**src/hw/rtl/pcsm_pkg.sv**
```systemverilog
package pcsm_pkg;

  localparam int STACK_DEPTH = 1024;
  localparam int STACK_AW    = $clog2(STACK_DEPTH);
  localparam int PC_W        = 11;
  localparam int DATA_W      = 32;
  localparam int LVL_W       = 3;
  localparam int KIND_W      = 4;
  localparam int FAULT_W     = 2;
  localparam int EXT_W       = DATA_W + 2;
  localparam int DIV_CNT_W   = $clog2(DATA_W + 1);

  // opcodes
  localparam logic [KIND_W-1:0] K_LIT = 4'd0;
  localparam logic [KIND_W-1:0] K_OPR = 4'd1;
  localparam logic [KIND_W-1:0] K_LOD = 4'd2;
  localparam logic [KIND_W-1:0] K_STO = 4'd3;
  localparam logic [KIND_W-1:0] K_CAL = 4'd4;
  localparam logic [KIND_W-1:0] K_INT = 4'd5;
  localparam logic [KIND_W-1:0] K_JMP = 4'd6;
  localparam logic [KIND_W-1:0] K_JPC = 4'd7;
  localparam logic [KIND_W-1:0] K_RED = 4'd8;
  localparam logic [KIND_W-1:0] K_WRT = 4'd9;

  // opr operation numbers
  localparam logic [DATA_W-1:0] OPR_RET = 32'd0;
  localparam logic [DATA_W-1:0] OPR_NEG = 32'd1;
  localparam logic [DATA_W-1:0] OPR_ADD = 32'd2;
  localparam logic [DATA_W-1:0] OPR_SUB = 32'd3;
  localparam logic [DATA_W-1:0] OPR_MUL = 32'd4;
  localparam logic [DATA_W-1:0] OPR_DIV = 32'd5;
  localparam logic [DATA_W-1:0] OPR_ODD = 32'd6;
  localparam logic [DATA_W-1:0] OPR_EQ  = 32'd8;
  localparam logic [DATA_W-1:0] OPR_NE  = 32'd9;
  localparam logic [DATA_W-1:0] OPR_LT  = 32'd10;
  localparam logic [DATA_W-1:0] OPR_GE  = 32'd11;
  localparam logic [DATA_W-1:0] OPR_GT  = 32'd12;
  localparam logic [DATA_W-1:0] OPR_LE  = 32'd13;

  // fault codes
  localparam logic [FAULT_W-1:0] F_NONE  = 2'd0;
  localparam logic [FAULT_W-1:0] F_EOF   = 2'd1;
  localparam logic [FAULT_W-1:0] F_RANGE = 2'd2;
  localparam logic [FAULT_W-1:0] F_DIV0  = 2'd3;

  typedef enum logic [1:0] {
    OC_NOP,
    OC_RET,
    OC_UN,
    OC_BIN
  } opr_cls_t;

  typedef enum logic [4:0] {
    U_NONE,
    U_CLEAR,
    U_LATCH,
    U_BAD,
    U_EOF,
    U_LIT,
    U_INT,
    U_JMP,
    U_RD_TOP,
    U_RD_TOPM1,
    U_CAP_X,
    U_RD_FB1,
    U_RD_FB2,
    U_CAP_Y,
    U_RET,
    U_UNARY,
    U_ALU,
    U_DIV_START,
    U_DIV_DONE,
    U_WR_R,
    U_WALK_RD,
    U_WALK_CAP,
    U_RD_ADDR,
    U_WR_LOD,
    U_WR_STO,
    U_CAL1,
    U_CAL2,
    U_CAL3,
    U_WR_RED,
    U_JPC,
    U_WRT,
    U_FIN
  } uop_t;

  typedef struct packed {
    logic [KIND_W-1:0] kind;
    opr_cls_t          opr_cls;
    logic              pre_ok;
    logic              eof;
    logic              walk_zero;
    logic              bb_ok;
    logic              addr_ok;
    logic              ret_ok;
    logic              y_zero;
    logic              is_div;
    logic              div_busy;
    logic              clr_last;
    logic              out_busy;
  } status_t;

endpackage

```
**src/hw/rtl/pcsm_ctrl.sv**
```systemverilog
module pcsm_ctrl (
  input  logic              clk,
  input  logic              rst_n,
  input  logic              in_valid,
  output logic              in_ready,
  input  pcsm_pkg::status_t st,
  output pcsm_pkg::uop_t    cmd
);

  typedef enum logic [4:0] {
    S_CLEAR,
    S_IDLE,
    S_DEC,
    S_RET1,
    S_RET2,
    S_RET3,
    S_UN,
    S_BIN1,
    S_BIN2,
    S_BIN3,
    S_DIVW,
    S_BIN4,
    S_WALK,
    S_WCAP,
    S_LOD,
    S_STO,
    S_CAL2,
    S_CAL3,
    S_JPC,
    S_WRT,
    S_FIN
  } state_t;

  state_t state_r, state_nxt;

  // sequencing of micro-operations per instruction
  always_comb begin
    state_nxt = state_r;
    cmd       = pcsm_pkg::U_NONE;
    case (state_r)
      S_CLEAR: begin
        cmd = pcsm_pkg::U_CLEAR;
        if (st.clr_last) state_nxt = S_IDLE;
      end
      S_IDLE: begin
        if (in_valid) begin
          cmd       = pcsm_pkg::U_LATCH;
          state_nxt = S_DEC;
        end
      end
      S_DEC: begin
        state_nxt = S_FIN;
        if (st.kind == pcsm_pkg::K_RED && st.eof) begin
          cmd = pcsm_pkg::U_EOF;
        end else if (!st.pre_ok) begin
          cmd = pcsm_pkg::U_BAD;
        end else begin
          case (st.kind)
            pcsm_pkg::K_LIT: cmd = pcsm_pkg::U_LIT;
            pcsm_pkg::K_OPR: begin
              case (st.opr_cls)
                pcsm_pkg::OC_RET: begin
                  cmd       = pcsm_pkg::U_RD_FB1;
                  state_nxt = S_RET1;
                end
                pcsm_pkg::OC_UN: begin
                  cmd       = pcsm_pkg::U_RD_TOP;
                  state_nxt = S_UN;
                end
                pcsm_pkg::OC_BIN: begin
                  cmd       = pcsm_pkg::U_RD_TOP;
                  state_nxt = S_BIN1;
                end
                default: cmd = pcsm_pkg::U_NONE;
              endcase
            end
            pcsm_pkg::K_LOD, pcsm_pkg::K_STO, pcsm_pkg::K_CAL, pcsm_pkg::K_RED:
              state_nxt = S_WALK;
            pcsm_pkg::K_INT: cmd = pcsm_pkg::U_INT;
            pcsm_pkg::K_JMP: cmd = pcsm_pkg::U_JMP;
            pcsm_pkg::K_JPC: begin
              cmd       = pcsm_pkg::U_RD_TOP;
              state_nxt = S_JPC;
            end
            pcsm_pkg::K_WRT: begin
              cmd       = pcsm_pkg::U_RD_TOP;
              state_nxt = S_WRT;
            end
            default: cmd = pcsm_pkg::U_NONE;
          endcase
        end
      end
      S_RET1: begin
        cmd       = pcsm_pkg::U_RD_FB2;
        state_nxt = S_RET2;
      end
      S_RET2: begin
        cmd       = pcsm_pkg::U_CAP_Y;
        state_nxt = S_RET3;
      end
      S_RET3: begin
        cmd       = st.ret_ok ? pcsm_pkg::U_RET : pcsm_pkg::U_BAD;
        state_nxt = S_FIN;
      end
      S_UN: begin
        cmd       = pcsm_pkg::U_UNARY;
        state_nxt = S_FIN;
      end
      S_BIN1: begin
        cmd       = pcsm_pkg::U_RD_TOPM1;
        state_nxt = S_BIN2;
      end
      S_BIN2: begin
        cmd       = pcsm_pkg::U_CAP_X;
        state_nxt = S_BIN3;
      end
      S_BIN3: begin
        if (st.is_div && !st.y_zero) begin
          cmd       = pcsm_pkg::U_DIV_START;
          state_nxt = S_DIVW;
        end else begin
          cmd       = pcsm_pkg::U_ALU;
          state_nxt = S_BIN4;
        end
      end
      S_DIVW: begin
        if (!st.div_busy) begin
          cmd       = pcsm_pkg::U_DIV_DONE;
          state_nxt = S_BIN4;
        end
      end
      S_BIN4: begin
        cmd       = pcsm_pkg::U_WR_R;
        state_nxt = S_FIN;
      end
      // static-link chain walk shared by lod, sto, cal and red
      S_WALK: begin
        state_nxt = S_FIN;
        if (st.walk_zero) begin
          case (st.kind)
            pcsm_pkg::K_LOD: begin
              if (st.addr_ok) begin
                cmd       = pcsm_pkg::U_RD_ADDR;
                state_nxt = S_LOD;
              end else begin
                cmd = pcsm_pkg::U_BAD;
              end
            end
            pcsm_pkg::K_STO: begin
              if (st.addr_ok) begin
                cmd       = pcsm_pkg::U_RD_TOP;
                state_nxt = S_STO;
              end else begin
                cmd = pcsm_pkg::U_BAD;
              end
            end
            pcsm_pkg::K_CAL: begin
              cmd       = pcsm_pkg::U_CAL1;
              state_nxt = S_CAL2;
            end
            pcsm_pkg::K_RED: cmd = st.addr_ok ? pcsm_pkg::U_WR_RED : pcsm_pkg::U_BAD;
            default: cmd = pcsm_pkg::U_NONE;
          endcase
        end else if (!st.bb_ok) begin
          cmd = pcsm_pkg::U_BAD;
        end else begin
          cmd       = pcsm_pkg::U_WALK_RD;
          state_nxt = S_WCAP;
        end
      end
      S_WCAP: begin
        cmd       = pcsm_pkg::U_WALK_CAP;
        state_nxt = S_WALK;
      end
      S_LOD: begin
        cmd       = pcsm_pkg::U_WR_LOD;
        state_nxt = S_FIN;
      end
      S_STO: begin
        cmd       = pcsm_pkg::U_WR_STO;
        state_nxt = S_FIN;
      end
      S_CAL2: begin
        cmd       = pcsm_pkg::U_CAL2;
        state_nxt = S_CAL3;
      end
      S_CAL3: begin
        cmd       = pcsm_pkg::U_CAL3;
        state_nxt = S_FIN;
      end
      S_JPC: begin
        cmd       = pcsm_pkg::U_JPC;
        state_nxt = S_FIN;
      end
      S_WRT: begin
        cmd       = pcsm_pkg::U_WRT;
        state_nxt = S_FIN;
      end
      S_FIN: begin
        if (!st.out_busy) begin
          cmd       = pcsm_pkg::U_FIN;
          state_nxt = S_IDLE;
        end
      end
      default: state_nxt = S_IDLE;
    endcase
  end

  always_ff @(posedge clk) begin
    if (!rst_n) begin
      state_r <= S_CLEAR;
    end else begin
      state_r <= state_nxt;
    end
  end

  assign in_ready = (state_r == S_IDLE);

endmodule

```
**config.mk**
```make
export PLATFORM = sky130hd
export DESIGN_NAME = pcsm_ctrl
export DESIGN_NICKNAME = d
export VERILOG_FILES = /design/src/hw/rtl/pcsm_pkg.sv /design/src/hw/rtl/pcsm_ctrl.sv
export SDC_FILE = /design/constraint.sdc
export NUM_CORES = 1
export LEC_CHECK = 0
export CAP_MARGIN = 40
export CORE_MARGIN = 2
export CORE_UTILIZATION = 50
export CTS_CLUSTER_SIZE = 30
export DETAILED_ROUTE_END_ITERATION = 7
export DONT_BUFFER_PORTS = 1
export PLACE_DENSITY = 0.73
export SLEW_MARGIN = 20
export SYNTH_ARGS = -nofsm -noshare
export SYNTH_HDL_FRONTEND = slang
export SYNTH_SLANG_ARGS = --single-unit
export TNS_END_PERCENT = 30
```
**constraint.sdc**
```tcl
create_clock -name clk -period 1.9 [get_ports clk]
set_clock_uncertainty 0.05 [all_clocks]
set_input_delay 0.38 -clock clk [delete_from_list [all_inputs] [get_ports clk]]
set_output_delay 0.38 -clock clk [all_outputs]
set_load 0.01 [all_outputs]
```
==> results.md, run 1 <==
* DRC at 0
* WP data arrival at 1700 ps
* Final Cycle Share at 112%
* Non-Filler Instances at 244
* P_leak at 0.633 nW
* Syn Inst Count at a little under 200
* Violated checks: negative setup slack
* Area fraction of the dominant cell type after synthesis at 8.74%
* Crit path setup slack, layout at -227 ps
* Tot GR Track Use at 32.2%
* Post-synthesis net count at 215
* Row count at 17
* Die H at 53.3 um
* Starting density of the core at 53.9%
* Peak Freq at 470 MHz
* CP Capture Type: primary output
* Top Registers: state_r (5)
* 1st-pass router iterations at 4
* R2R Path End: state_r[0]
* Placement Setup Slack at -131 ps
* Final Critical Period at about 2100 ps
* Core Region at approximately 0.0023 mm^2
* Crit path to: cmd[3]
* Top post-synthesis cells by area: nor2b_1 8.7%, dfxtp_1 8.2%, o21ai_0 7.4%, a21oi_1 6.6%, nor2_1 5.2%
* Clock latency on the worst-skew pair at 250 ps
* Clk root buf: clkbuf_4
* Largest net degree at the start of global routing at 19
* Post-route ant nets at 0
* Syn_area_per_cell at 6.24 um^2
* Yosys reg bits at 5
* Worst Hold Class: input port to flip-flop
* # IOs at 26
* Placed cell count at 238
* Total wire length at 4.13 mm
* Hpwl dp at between 3 and 4 mm
* Max-cap violations at 0
* Routability cong. at 0.951
* Clock transition at path regs at 40 ps
* Critical Path Start: state_r[2]
* Worst r2r path cells at 6
* Max Slew Vio Count at 0
* DIE AREA at about 0.0028 mm^2
* CTS tree: yes
* Hold Path Stages at 1
* Top-count cell post-synth: o21ai_0
* Most flops, register: state_r
* Fin. Hold Viols at 0
* Status: finished, violations left
* RSZ-0062 raised after global routing: yes
* CP max FO at 7
* # nets final at 237
* Final setup fails at 5
* Syn Std Cell Area at 0.00122 mm^2
* Post-DR wirelength/cell at 16.9 um
* Initial DRC count at about 80
* Max H-tree Level at 1
* Maximum VDD drop at 0.328 mV
* Hold slack at between 150 and 200 ps
* Setup TNS at -815 ps
* N_diodes at 0
* Max-slew headroom at 69.9%
* Post-synth EDFFs at 0
* Inserted Clock Buffers at 3
* Worst-margin pin slew at 448 ps
* Initial antenna violation count at 0
* Pwr dens at 577 mW/mm^2
* Reg2Reg Setup Slack at around 50 ps
* Synth cell count leaders: 18 x o21ai_0, 17 x nor2_1, 17 x nor2b_1
* Synth Warn # at 0
* First-pass GRT wire length at 6.82 mm
* Area Overhead vs Synth at 28.5%
* Cts hold-fix bufs at 0
* Seq/Total Area, Yosys at under 10%
* Setup CP Type: flip-flop to primary output
* Buffers added on ports at 0
* DR vias at 1592
* Longest Clk Path Bufs at 2
* Crit start category: flip-flop
* Max reg flops at 5
* Vias per cell at around 6.5
* Layout cell share with drive strength beyond 1 at between 20 and 30%
* Die X at 53.3 um
* Ys async rst share at 0%
* Crit path required time at 1470 ps
* Clock Sinks at 5
* FF-to-FF Start: state_r[2]
* Synth Flop Type: dfxtp_1
* Distinct cell type count after synthesis at 49
* Area leader, netlist: nor2b_1
* Vias in the first global route at 1517
* Grt total ovfl at 0
[critical path: stages, from the launching register on]
cell       delay, ps
dfxtp_4          370
or3_4            380
nand2b_4         170
a2111oi_4        330
a31oi_1          100
o2111ai_2        110
[where the power goes]
part / switching (mW) / internal, mW / total [mW]
sequential: 0.0272 / 0.124 / 0.151
combinational: 0.330 / 0.293 / 0.622
clock: 0.0481 / 0.0797 / 0.128
[how the worst min path moves through the flow]
stage / startpoint / end / slack, ps
after floorplan: rst_n / state_r[1] / 460
after global placement: rst_n / state_r[1] / 460
after detailed placement: rst_n / state_r[2] / 460
after CTS: rst_n / state_r[1] / 200
after global routing: rst_n / state_r[1] / 200
final: rst_n / state_r[1] / 190
[final cells by class]
class                   instances  area (um^2)
multi-input cells             167         1090
fillers                       208          692
repair buffers                 34          275
flip-flops and latches          5          111
well taps                      28         35.0
clock buffers                   4         26.3
inverters                       6         22.5
[per-layer routing]
layer / GRT usage, % / share of wire [%] / up-vias
met5: 0 / 0 / -
met4: 6.84 / 1.3 / 0
met3: 3.67 / 8.0 / 8
met2: 55.3 / 49 / 90
met1: 42.6 / 42 / 723
li1: - / - / 771
[layout by cell type (no fill, tap or decap), drive strengths merged, types with 3 or more instances in the layout]
cell     synthesis  final
a2111oi          3      3
and3             5      5
nor2            17     17
nand2b           9      9
nor3             7      7
o21ai           18     18
nor2b           17     17
nor3b            3      3
o211ai           3      3
o31a             3      3
a31oi            5      5
nand3           10     10
clkbuf          11      4
nand4            3      3
dfxtp            5      5
nand2           12     12
nand3b           3      3
a21oi           16     16
buf              6     34
inv              6      6
[kinds of logic (layout without fill, tap and decap cells)]
group	count (synthesis)	in the layout	share of synthesized area (%)
buffers and inverters	23	44	8.13
and+or+nand+nor	94	94	43.7
DFF	5	5	8.23
AOI/OAI and AO/OA	72	72	39.2
xor gates and xnor gates	1	1	0.720
[through the flow]
step | utilization (%) | cell area (um^2) | total power, mW
final | 69.3 | 1560 | 0.901
after global routing | 69.3 | 1560 | 0.952
after CTS | 66.6 | 1500 | 0.858
after detailed placement | 63.6 | 1430 | 0.705
after global placement | 63.6 | 1430 | 0.700
after floorplan | - | 1220 | 0.524
[repair_timing]
action,4_1_cts,5_1_grt
buffers inserted,0,2
resized for setup,11,14
setup endpoints to repair,6,7
pin swaps,3,10
Note: power is estimated with default switching activity, not from simulation.
==> inputs of run 2 (changes only) <==
- CORE_MARGIN: 2 -> 4
==> run 2 against run 1 <==
  * The flow still finishes with violations (negative setup slack)
  * Design area up 6.9%
  * Non-clock buffer count increased by 16
  * Utilization increased by 4.8 points
  * Combinational power increased by 13%
  * Sequential power about the same
  * Wire length is 11% higher
  * Total power up 9.0%
  * Fmax decreased by 1.5%
  * Count of clock-buffer cells in the layout is the same
  * Register-to-register slack worse by 220 ps
  * Die area rose by 16%
  * Largest power group unchanged
==> results.md, run 2 (synthesis results as in run 1) <==
* Placed Area at 0.00152 mm^2 (+5.8%)
* Initial DRC count at 97 (+18%)
* Setup CP Type: flip-flop to primary output
* R2R Path End: state_r[4]
* Inserted Clock Buffers at 3 (unchanged)
* RSZ-0062 raised after global routing: yes
* Fill cells at 182 (-13%)
* Reg2Reg Setup Slack at -170 ps (-220 ps)
* Crit path buf inv count at 3 (+3)
* Grt total ovfl at 0 (unchanged)
* Crit path setup slack, layout at -259 ps (-32.4 ps)
* Final setup fails at 7 (+2)
* # IOs at 26 (unchanged)
* Max reg flops at 5 (unchanged)
* Most frequent cells in the layout: 47 x buf_4, 16 x nor2_1, 16 x o21ai_0
* Worst r2r path cells at 9 (+3)
* Most flops, register: state_r
* Crit path required time at 1470 ps (about the same)
* Fin util at 74.1% (+4.8 points)
* Max-slew headroom at 68.4% (-1.5 points)
* CTS tree: yes
* Max H-tree Level at 1 (unchanged)
* Final Critical Period at 2160 ps (+32.4 ps)
* Total wire length at 4.57 mm (+11%)
* FF-to-FF Start: state_r[3]
* Top Registers: state_r (5)
* WP data arrival at 1730 ps (+30 ps)
* Setup TNS at -1280 ps (-467 ps)
* Final Cycle Share at 114% (+1.7 points)
* N_diodes at 0 (unchanged)
* Critical Path Start: state_r[3]
* Register area at 109 um^2 (-2.2%)
* Worst Hold Class: input port to flip-flop
* Delay-heaviest family, CP: buffers and inverters
* Status: finished, violations left
* Max-cap violations at 0 (unchanged)
* DR vias at 1680 (+5.5%)
* Placed cell count at 249 (+4.6%)
* CP max stage cell: dfxtp_2
* Maximum VDD drop at 0.389 mV (+18%)
* CP max FO at 7 (unchanged)
* DIE AREA at 0.00329 mm^2 (+16%)
* Area of the multi-input gates at 0.00109 mm^2 (-0.34%)
* Vias per cell at 6.46 (-0.97%)
* Hold Path Sink: state_r[2]
* First-pass GRT wire length at 7.22 mm (+5.9%)
* Max incr delay on CP at 320 ps (-60 ps)
* Max Slew Vio Count at 0 (unchanged)
* Starting density of the core at 53.9% (unchanged)
* Non-Filler Instances at 260 (+6.6%)
* Initial antenna violation count at 0 (unchanged)
* 1st-pass router iterations at 5 (+1)
* P_leak at 0.715 nW (+13%)
* Routability cong. at 0.920 (-3.2%)
* Row count at 17 (unchanged)
* Vias in the first global route at 1570 (+3.5%)
* # nets final at 253 (+6.8%)
* Crit start category: flip-flop
* Layout cell share with drive strength beyond 1 at 31.5% (+4.2 points)
* Clk root buf: clkbuf_4
* Placement Setup Slack at -94.4 ps (+36.4 ps)
* CP Capture Type: primary output
* Peak Freq at 463 MHz (-1.5%)
* Worst-margin pin slew at 467 ps (+19.5 ps)
* Longest Clk Path Bufs at 2 (unchanged)
* Buffers added on ports at 0 (unchanged)
* Clock latency on the worst-skew pair at 250 ps (about the same)
* DRC at 0 (unchanged)
* Commonest non-fill, non-tap cell in the layout: buf_4
* Hpwl dp at 3.53 mm (+9.7%)
* Die X at 57.3 um (+7.5%)
* Area Overhead vs Synth at 37.3%
* Violated checks: negative setup slack
* Hold Path Stages at 1 (unchanged)
* Post-route ant nets at 0 (unchanged)
* Largest net degree at the start of global routing at 16 (-3)
* Fin. Hold Viols at 0 (unchanged)
* Cell area after layout at 0.00167 mm^2 (+6.9%)
* Core Region at 0.00225 mm^2 (unchanged)
* Clock transition at path regs at 40 ps (about the same)
* Clock Sinks at 5 (unchanged)
* Tot GR Track Use at 27.6% (-4.6 points)
* Cell mode on critical path: buf_4
* Pwr dens at 588 mW/mm^2 (+1.9%)
* Die H at 57.3 um (+7.5%)
* Cell Chain, Critical Path: buf_12, buf_4, nor3b_2, buf_4, a21oi_1, o221a_2, nand4_1
* Post-DR wirelength/cell at 17.6 um (+3.7%)
* Min-delay src: rst_n
[run 2: how the worst max path moves through the flow]
stage / end / slack, ps / depth (start not counted)
after CTS: cmd[3] / -240 / 6
after global placement: cmd[1] / -80 / 5
after global routing: cmd[4] / -330 / 7
after detailed placement: cmd[3] / -90 / 5
final: cmd[4] / -260 / 7
after floorplan: cmd[2] / -7 / 6
[run 2: power breakdown]
| part | internal (mW) | switching (mW) | total [mW] | leakage (nW) |
|---|---|---|---|---|
| Clock | 0.0798 | 0.0506 | 0.130 | 0.0150 |
| Combinational | 0.348 | 0.354 | 0.703 | 0.657 |
| Sequential | 0.124 | 0.0252 | 0.149 | 0.0432 |
[run 2: per-layer routing]
layer  vias up  part of all wire [%]  track usage [%]
li1        800                     -                -
met2        87                    47             46.2
met1       769                    41             34.3
met5         -                     0                0
met4         0                   4.3             10.6
met3        24                   7.4             6.33
[run 2: timing repair]
item,4_1_cts,5_1_grt
setup endpoints to repair,7,9
gates resized for setup,10,14
pin swaps,1,7
buffers inserted,1,6
hold endpoints to repair,0,0
hold buffers,0,0
[run 2: cell type report]
| type | instances | area share [%] |
|---|---|---|
| Clock buffer | 4 | 1.57 |
| Inverter | 6 | 1.35 |
| Multi-Input combinational cell | 167 | 65.2 |
| Sequential cell | 5 | 6.52 |
| Tap cell | 28 | 2.10 |
| Timing Repair Buffer | 50 | 23.3 |
[run 2: per-stage QoR]
| stage | hold slack [ps] | power [mW] |
|---|---|---|
| global route | 195 | 1.05 |
| global placement | 463 | 0.752 |
| detailed placement | 465 | 0.767 |
| CTS | 204 | 0.921 |
| finish | 198 | 0.982 |
| floorplan | 458 | 0.524 |
